--- src/twtlc_pkg.sv ---
package twtlc_pkg;

  typedef enum logic [1:0] {
    MODE_A    = 2'd0,
    MODE_B    = 2'd1,
    MODE_WARN = 2'd2,
    MODE_HOLD = 2'd3
  } mode_t;

  localparam int unsigned TickW = 7;
  localparam int unsigned CfgIdxW = 2;

  localparam logic [CfgIdxW-1:0] CFG_WEST_RED  = 2'd0;
  localparam logic [CfgIdxW-1:0] CFG_SOUTH_RED = 2'd1;
  localparam logic [CfgIdxW-1:0] CFG_AMBER     = 2'd2;
  localparam logic [CfgIdxW-1:0] CFG_WARNING   = 2'd3;

  localparam logic [TickW-1:0] WEST_RED_RST  = 7'd15;
  localparam logic [TickW-1:0] SOUTH_RED_RST = 7'd23;
  localparam logic [TickW-1:0] AMBER_RST     = 7'd3;
  localparam logic [TickW-1:0] WARNING_RST   = 7'd3;

  typedef struct packed {
    logic [TickW-1:0] west_red_ticks;
    logic [TickW-1:0] south_red_ticks;
    logic [TickW-1:0] amber_ticks;
    logic [TickW-1:0] warning_ticks;
  } cfg_t;

  typedef struct packed {
    mode_t            mode;
    logic [TickW-1:0] tick;
    logic             last_south;
    logic             warn_south;
  } state_t;

  typedef struct packed {
    logic       red_west;
    logic       amber_west;
    logic       green_west;
    logic       red_south;
    logic       amber_south;
    logic       green_south;
    logic [7:0] display_code;
    logic       display_on;
  } res_t;

  function automatic logic [TickW-1:0] at_least_one(input logic [TickW-1:0] v);
    return (v == '0) ? 7'd1 : v;
  endfunction

  // units in upper nibble, tens in lower; x*205>>11 == x/10 for x < 1029
  function automatic logic [7:0] bcd_swapped(input logic [TickW-1:0] v);
    logic [TickW-1:0] c;
    logic [14:0]      p;
    logic [3:0]       tens;
    logic [TickW-1:0] u;
    c    = (v > 7'd99) ? 7'd99 : v;
    p    = 15'(c) * 15'd205;
    tens = p[14:11];
    u    = c - 7'(tens) * 7'd10;
    return {u[3:0], tens};
  endfunction

endpackage

--- src/twtlc_step.sv ---
module twtlc_step (
  input  twtlc_pkg::cfg_t   cfg,
  input  twtlc_pkg::state_t st_i,
  input  logic              manual_switch,
  input  logic              south_switch,
  output twtlc_pkg::state_t st_o,
  output twtlc_pkg::res_t   res_o
);

  always_comb begin
    twtlc_pkg::mode_t             m;
    logic [twtlc_pkg::TickW-1:0]  t;
    logic                         ls;
    logic                         wt;
    logic                         done;
    logic                         pa;
    logic                         amber;
    logic [twtlc_pkg::TickW-1:0]  wlen;
    logic [twtlc_pkg::TickW-1:0]  plen;
    logic [twtlc_pkg::TickW-1:0]  cnt;
    twtlc_pkg::res_t              r;

    m    = st_i.mode;
    t    = st_i.tick;
    ls   = st_i.last_south;
    wt   = st_i.warn_south;
    done = 1'b0;
    cnt  = '0;
    r    = '0;
    pa   = 1'b0;
    amber = 1'b0;
    plen = '0;
    wlen = twtlc_pkg::at_least_one(cfg.warning_ticks);

    if (m == twtlc_pkg::MODE_WARN) begin
      if (t < wlen) begin
        r.amber_west  = wt;
        r.red_south   = wt;
        r.amber_south = ~wt;
        r.red_west    = ~wt;
        r.display_on  = 1'b1;
        cnt  = wlen - t;
        t    = t + 7'd1;
        done = 1'b1;
      end else begin
        ls = wt;
        m  = twtlc_pkg::MODE_HOLD;
        t  = '0;
      end
    end

    if (!done && m == twtlc_pkg::MODE_HOLD && !manual_switch) begin
      m = twtlc_pkg::MODE_A;
      t = '0;
    end

    if (!done && m != twtlc_pkg::MODE_HOLD) begin
      plen = twtlc_pkg::at_least_one((m == twtlc_pkg::MODE_A) ? cfg.west_red_ticks
                                                               : cfg.south_red_ticks);
      if (t >= plen) begin
        m = (m == twtlc_pkg::MODE_A) ? twtlc_pkg::MODE_B : twtlc_pkg::MODE_A;
        t = '0;
      end
    end

    if (!done && manual_switch) begin
      if (south_switch != ls) begin
        m  = twtlc_pkg::MODE_WARN;
        wt = south_switch;
        r.amber_west  = wt;
        r.red_south   = wt;
        r.amber_south = ~wt;
        r.red_west    = ~wt;
        r.display_on  = 1'b1;
        cnt = wlen;
        t   = 7'd1;
      end else begin
        m = twtlc_pkg::MODE_HOLD;
        t = '0;
        r.green_south = ls;
        r.red_west    = ls;
        r.green_west  = ~ls;
        r.red_south   = ~ls;
      end
      done = 1'b1;
    end

    if (!done) begin
      pa   = (m == twtlc_pkg::MODE_A);
      plen = twtlc_pkg::at_least_one(pa ? cfg.west_red_ticks : cfg.south_red_ticks);
      amber = ({1'b0, t} + {1'b0, cfg.amber_ticks}) >= {1'b0, plen};
      ls   = pa;
      r.red_west    = pa;
      r.amber_south = pa & amber;
      r.green_south = pa & ~amber;
      r.red_south   = ~pa;
      r.amber_west  = ~pa & amber;
      r.green_west  = ~pa & ~amber;
      r.display_on  = 1'b1;
      cnt = plen - t;
      t   = t + 7'd1;
      if (t >= plen) begin
        m = pa ? twtlc_pkg::MODE_B : twtlc_pkg::MODE_A;
        t = '0;
      end
    end

    r.display_code = r.display_on ? twtlc_pkg::bcd_swapped(cnt) : 8'd0;

    st_o.mode       = m;
    st_o.tick       = t;
    st_o.last_south = ls;
    st_o.warn_south = wt;
    res_o           = r;
  end

endmodule

--- src/two_way_traffic_light_controller_core.sv ---
// A result beat is registered and presented in the cycle after its tick beat is accepted.
// One tick per cycle while in_ready is high; the controller state and the result register
// both update on the accepting edge, and in_ready drops only while a result waits unread.
// Reset (synchronous, rst_n low): auto phase A at its first tick, west served last,
// timing registers back to 15/23/3/3, output register empty.
module two_way_traffic_light_controller_core (
  input  logic                            clk,
  input  logic                            rst_n,
  input  logic                            cfg_we,
  input  logic [twtlc_pkg::CfgIdxW-1:0]   cfg_index,
  input  logic [twtlc_pkg::TickW-1:0]     cfg_data,
  input  logic                            in_valid,
  output logic                            in_ready,
  input  logic                            in_manual_switch,
  input  logic                            in_south_switch,
  output logic                            out_valid,
  input  logic                            out_ready,
  output logic                            out_red_west,
  output logic                            out_amber_west,
  output logic                            out_green_west,
  output logic                            out_red_south,
  output logic                            out_amber_south,
  output logic                            out_green_south,
  output logic [7:0]                      out_display_code,
  output logic                            out_display_on
);

  twtlc_pkg::cfg_t   cfg_r;
  twtlc_pkg::state_t state_r;
  twtlc_pkg::state_t state_nxt;
  twtlc_pkg::res_t   res_r;
  twtlc_pkg::res_t   res_nxt;
  logic              out_valid_r;
  logic              accept;

  assign in_ready = ~out_valid_r | out_ready;
  assign accept   = in_valid & in_ready;

  twtlc_step u_step (
    .cfg           (cfg_r),
    .st_i          (state_r),
    .manual_switch (in_manual_switch),
    .south_switch  (in_south_switch),
    .st_o          (state_nxt),
    .res_o         (res_nxt)
  );

  always_ff @(posedge clk) begin
    if (!rst_n) begin
      cfg_r.west_red_ticks  <= twtlc_pkg::WEST_RED_RST;
      cfg_r.south_red_ticks <= twtlc_pkg::SOUTH_RED_RST;
      cfg_r.amber_ticks     <= twtlc_pkg::AMBER_RST;
      cfg_r.warning_ticks   <= twtlc_pkg::WARNING_RST;
    end else if (cfg_we) begin
      case (cfg_index)
        twtlc_pkg::CFG_WEST_RED:  cfg_r.west_red_ticks  <= cfg_data;
        twtlc_pkg::CFG_SOUTH_RED: cfg_r.south_red_ticks <= cfg_data;
        twtlc_pkg::CFG_AMBER:     cfg_r.amber_ticks     <= cfg_data;
        twtlc_pkg::CFG_WARNING:   cfg_r.warning_ticks   <= cfg_data;
        default: ;
      endcase
    end
  end

  always_ff @(posedge clk) begin
    if (!rst_n) begin
      state_r.mode       <= twtlc_pkg::MODE_A;
      state_r.tick       <= '0;
      state_r.last_south <= 1'b0;
      state_r.warn_south <= 1'b0;
      out_valid_r        <= 1'b0;
    end else begin
      if (accept) begin
        state_r     <= state_nxt;
        out_valid_r <= 1'b1;
      end else if (out_ready) begin
        out_valid_r <= 1'b0;
      end
    end
  end

  always_ff @(posedge clk) begin
    if (accept) begin
      res_r <= res_nxt;
    end
  end

  assign out_valid        = out_valid_r;
  assign out_red_west     = res_r.red_west;
  assign out_amber_west   = res_r.amber_west;
  assign out_green_west   = res_r.green_west;
  assign out_red_south    = res_r.red_south;
  assign out_amber_south  = res_r.amber_south;
  assign out_green_south  = res_r.green_south;
  assign out_display_code = res_r.display_code;
  assign out_display_on   = res_r.display_on;

endmodule
--- config.mk ---
export PLATFORM = sky130hd
export DESIGN_NAME = two_way_traffic_light_controller_core
export DESIGN_NICKNAME = d
export VERILOG_FILES = /design/src/twtlc_pkg.sv /design/src/twtlc_step.sv /design/src/two_way_traffic_light_controller_core.sv
export SDC_FILE = /design/constraint.sdc
export NUM_CORES = 1
export LEC_CHECK = 0
export ABC_AREA = 1
export BUFFER_PORTS_ARGS = -buffer_cell sky130_fd_sc_hd__buf_2
export CAP_MARGIN = 20
export CORE_MARGIN = 3
export CORE_UTILIZATION = 35
export DETAILED_ROUTE_END_ITERATION = 10
export GPL_TIMING_DRIVEN = 0
export MAX_ROUTING_LAYER = met4
export SLEW_MARGIN = 25
export SYNTH_ARGS = -nofsm -noshare
export SYNTH_HDL_FRONTEND = slang
export SYNTH_HIERARCHICAL = 1
export SYNTH_SLANG_ARGS = --single-unit
--- constraint.sdc ---
create_clock -name clk -period 17.6 [get_ports clk]
set_input_delay 0.88 -clock clk [delete_from_list [all_inputs] [get_ports clk]]
set_output_delay 0.88 -clock clk [all_outputs]
set_load 0.03 [all_outputs]
==> summary.md <==
| Metric | Value |
|---|---|
| Row count | 45 |
| Antenna violations before repair | 0 |
| Via count | 5,011 |
| Routed Antenna Nets | 0 |
| Share of layout cells above drive strength 1 | 12.0% |
| Final Cell Area | 6200 um^2 |
| Detailed-router iteration count before antenna repair | 4 |
| R2R setup slack | around 6.3 ns |
| Mapped Area | roughly 5600 um^2 |
| CTS Hold Bufs | 0 |
| Die area | ~18,000 um^2 |
| Synthesized Nets | 901 |
| Post-synth top flop | dfxtp_1 |
| Yosys top cell by area | ha_1 |
| Vias in the first global route | 4,659 |
| Critical path startpoint | cfg_r[2]$_SDFFE_PN0P_ |
| Hold_sp | cfg_r[16]$_SDFFE_PN1P_ |
| HP Class | reg2reg |
| Fill cells | 1,672 |
| Clock Tree Root | clkbuf_16 |
| Die Ht | around 130 um |
| Final cycle utilization of the critical path | a little under two thirds |
| Leading post-synthesis cells by cell area | ha_1, dfxtp_1, nand2_1 |
| Most Frequent Cell on Critical Path | nand2_1 |
| Worst Setup Path Type | reg2reg |
| Placed cell areas | about 6100 um^2 |
| Final GP Congestion | 0.877 |
| WL final | roughly 14 mm |
| Hold Path Depth | 2 |
| Outcome | finished clean |
| Met3 WL | just over 500 um |
| CP endpoint kind | flip-flop |
| Distinct cells, synth | 44 |
| Worst slew pin tran | roughly 0.95 ns |
| Register bit total from synthesis | between 50 and 60 |
| First-pass GRT wire length | about 23 mm |
| Sequential share of the synthesized area | 22.2% |
| Relative slew slack | a little over a third |
| Max Clock Freq | roughly 90 MHz |
| Mapped Cells | approximately 800 |
| Critical Path AT | ~11 ns |
| Most frequent cell after synthesis | nand2_1 |
| Leakage | roughly 3.3 nW |
| CTS tree | done |
| CP Launch Type | flip-flop |
| Die Width | 133 um |
| RSZ-0062 raised after global routing | false |
| Post-synth top cells | nand2_1, inv_1, ha_1 |
| Pins Over Slew Limit | 0 |
| MaxCap Viol Count | 0 |
| I/O Pins | 33 |
| Drc violations | 0 |
| Routed length per instance | between 10 and 15 um |
| Mean Syn Cell Area | 7.14 um^2 |
| Max Used Layer | met4 |
| Fin Clk Skew | 0.0110 ns |
| Longest Clk Path Bufs | 2 |
| Reg2reg start | cfg_r[2]$_SDFFE_PN0P_ |
| Core Util, Final | about two fifths |
| All-Layer GR Usage | 16.1% |
| DR WL met2 | between 5 and 6 mm |
| Number of synthesized flops with an enable pin | 15 |
| Worst reg-to-reg path cell count | 61 |
| Clk Latency, worst-skew pair | 0.30 ns |
| Initial core utilization | between 30% and 40% |
| Core Area | ~15,000 um^2 |
| Ys async rst share | 0% |
| Non-Filler Instances | a little over 1,000 |
| Wl on met1 | approximately 7 mm |
| Nets | roughly 940 |
| H-tree Lvls | 2 |
| Largest net degree at the start of global routing | 18 |
| N_diodes | 0 |
| Worst hold endpoint | cfg_r[16]$_SDFFE_PN1P_ |
| Grt ovf | 0 |
| Setup TNS | 0 ns |
| Post-CTS Setup Repair Bufs | 0 |
| Top cell type's share of synthesized area | around 18% |
| Clock Pin Slew Worst Setup and Hold Paths | 0.08 ns |
| Worst vdd ir | 76.5 uV |
| Power per Cell Area | roughly 140 nW/um^2 |
| DP Cell Count | a little over 1,000 |
| Area Overhead vs Synth | 9.89% |
| TritonCTS Buffers | 5 |
| Crit path required time | about 18 ns |
| DRT iter0 DRCs | between 200 and 300 |
| Post-DP HPWL | ~11 mm |
| Critical path's slowest cell | o21ai_0 |
| Largest stage delay, worst path | a little over 0.5 ns |
| Crit path time final | 11.26 ns |
| Final hold violations | 0 |
| R2r endpoint | out_display_code[7]$_DFFE_PP_ |
| Hold_ws | ~0.47 ns |
| Clk sinks | 55 |
| Yosys warning count | 6 |
| Number of setup violations in the final report | 0 |
| CP Max Fanout | 10 |
| Via-to-Cell Ratio | 4.83 |
| Post-CTS sizing | 0 |
| IO Port Bufs | 29 |
==> cells in the final DEF, fill, tap and decap left out, types with 2 or more instances in the layout <==
master and count:
a21boi_0 3, nand2_4 4, a21oi_2 2, inv_1 135
o21bai_1 3, nand4_1 16, nor3_1 5, or2_2 10
buf_6 2, clkbuf_16 5, nor2_1 75, o21ai_0 30
inv_2 6, xor2_1 15, clkbuf_1 7, a31oi_1 2
nand2_2 12, o22ai_1 5, buf_4 3, fa_1 12
o21a_1 6, edfxtp_1 15, nand3_4 4, a21oi_1 47
nand3b_1 2, dfxtp_1 40, buf_2 37, mux2i_1 4
o211ai_1 3, nand3_1 60, a21o_1 3, xnor2_1 3
nand3_2 6, nand2_1 150, ha_1 83
==> layer usage <==
metal,up-vias,track usage (%)
li1,2634,-
met1,2271,23.3
met2,89,24.1
met3,17,2.32
met4,0,2.83
met5,-,-
==> through the flow <==
stage	worst slack (ns)	total power, mW
finish	6.34	0.875
detailed placement	6.40	0.783
CTS	6.37	0.887
global route	5.38	0.997
global placement	6.49	0.776
floorplan	8.14	0.646
==> layout make-up <==
cell class / instances / area (um^2) / area share, %
clock inverters: 2 / 16.3 / 0.262
clock buffers: 6 / 129 / 2.08
flip-flops and latches: 55 / 1250 / 20.2
repair buffers: 29 / 145 / 2.34
well taps: 211 / 264 / 4.26
multi-input cells: 574 / 3750 / 60.5
plain buffers: 19 / 108 / 1.74
inverters: 142 / 534 / 8.62
==> cells by family (layout without fill, tap and decap cells) <==
family                   count (synthesis)  in the layout  synth area share, %
AND/OR/NAND/NOR                        350            350                 29.5
buffers and inverters                  161            198                 11.4
AO/OA/AOI/OAI                          107            107                 10.8
adder cells (fa/ha/maj)                 95             95                 22.7
flip-flops                              55             55                 22.2
XOR/XNOR                                18             18                 2.79
multiplexers                             4              4                0.710
==> flip-flops by register name, indices dropped and copies added, names as in the netlist <==
name / flops
out_red_south: 1
out_display_on: 1
out_green_south: 1
state_r: 11
out_display_code: 8
cfg_r: 28
out_valid: 1
out_amber_south: 1
out_amber_west: 1
out_green_west: 1
out_red_west: 1
==> where the power goes <==
part           total [mW]  switching [mW]  internal, mW
Combinational       0.606           0.378         0.228
Clock              0.0997          0.0463        0.0534
Sequential          0.169         0.00838         0.161
==> worst max-delay path by stage <==
stage                                               end  cells past startpoint
after floorplan           out_display_code[7]$_DFFE_PP_                     62
after global placement    out_display_code[7]$_DFFE_PP_                     61
after detailed placement  out_display_code[7]$_DFFE_PP_                     63
after CTS                 out_display_code[7]$_DFFE_PP_                     63
after global routing      out_display_code[7]$_DFFE_PP_                     64
final                     out_display_code[7]$_DFFE_PP_                     61
==> critical path, delay by kind of cell, from the launching register on <==
family          cells  cell delay, ns
compound gates     11            2.64
fa+ha+maj          11            3.17
buf+inv             9            0.82
flops               1            0.36
simple gates       30            4.01
Power figures use the tool's default switching activity.
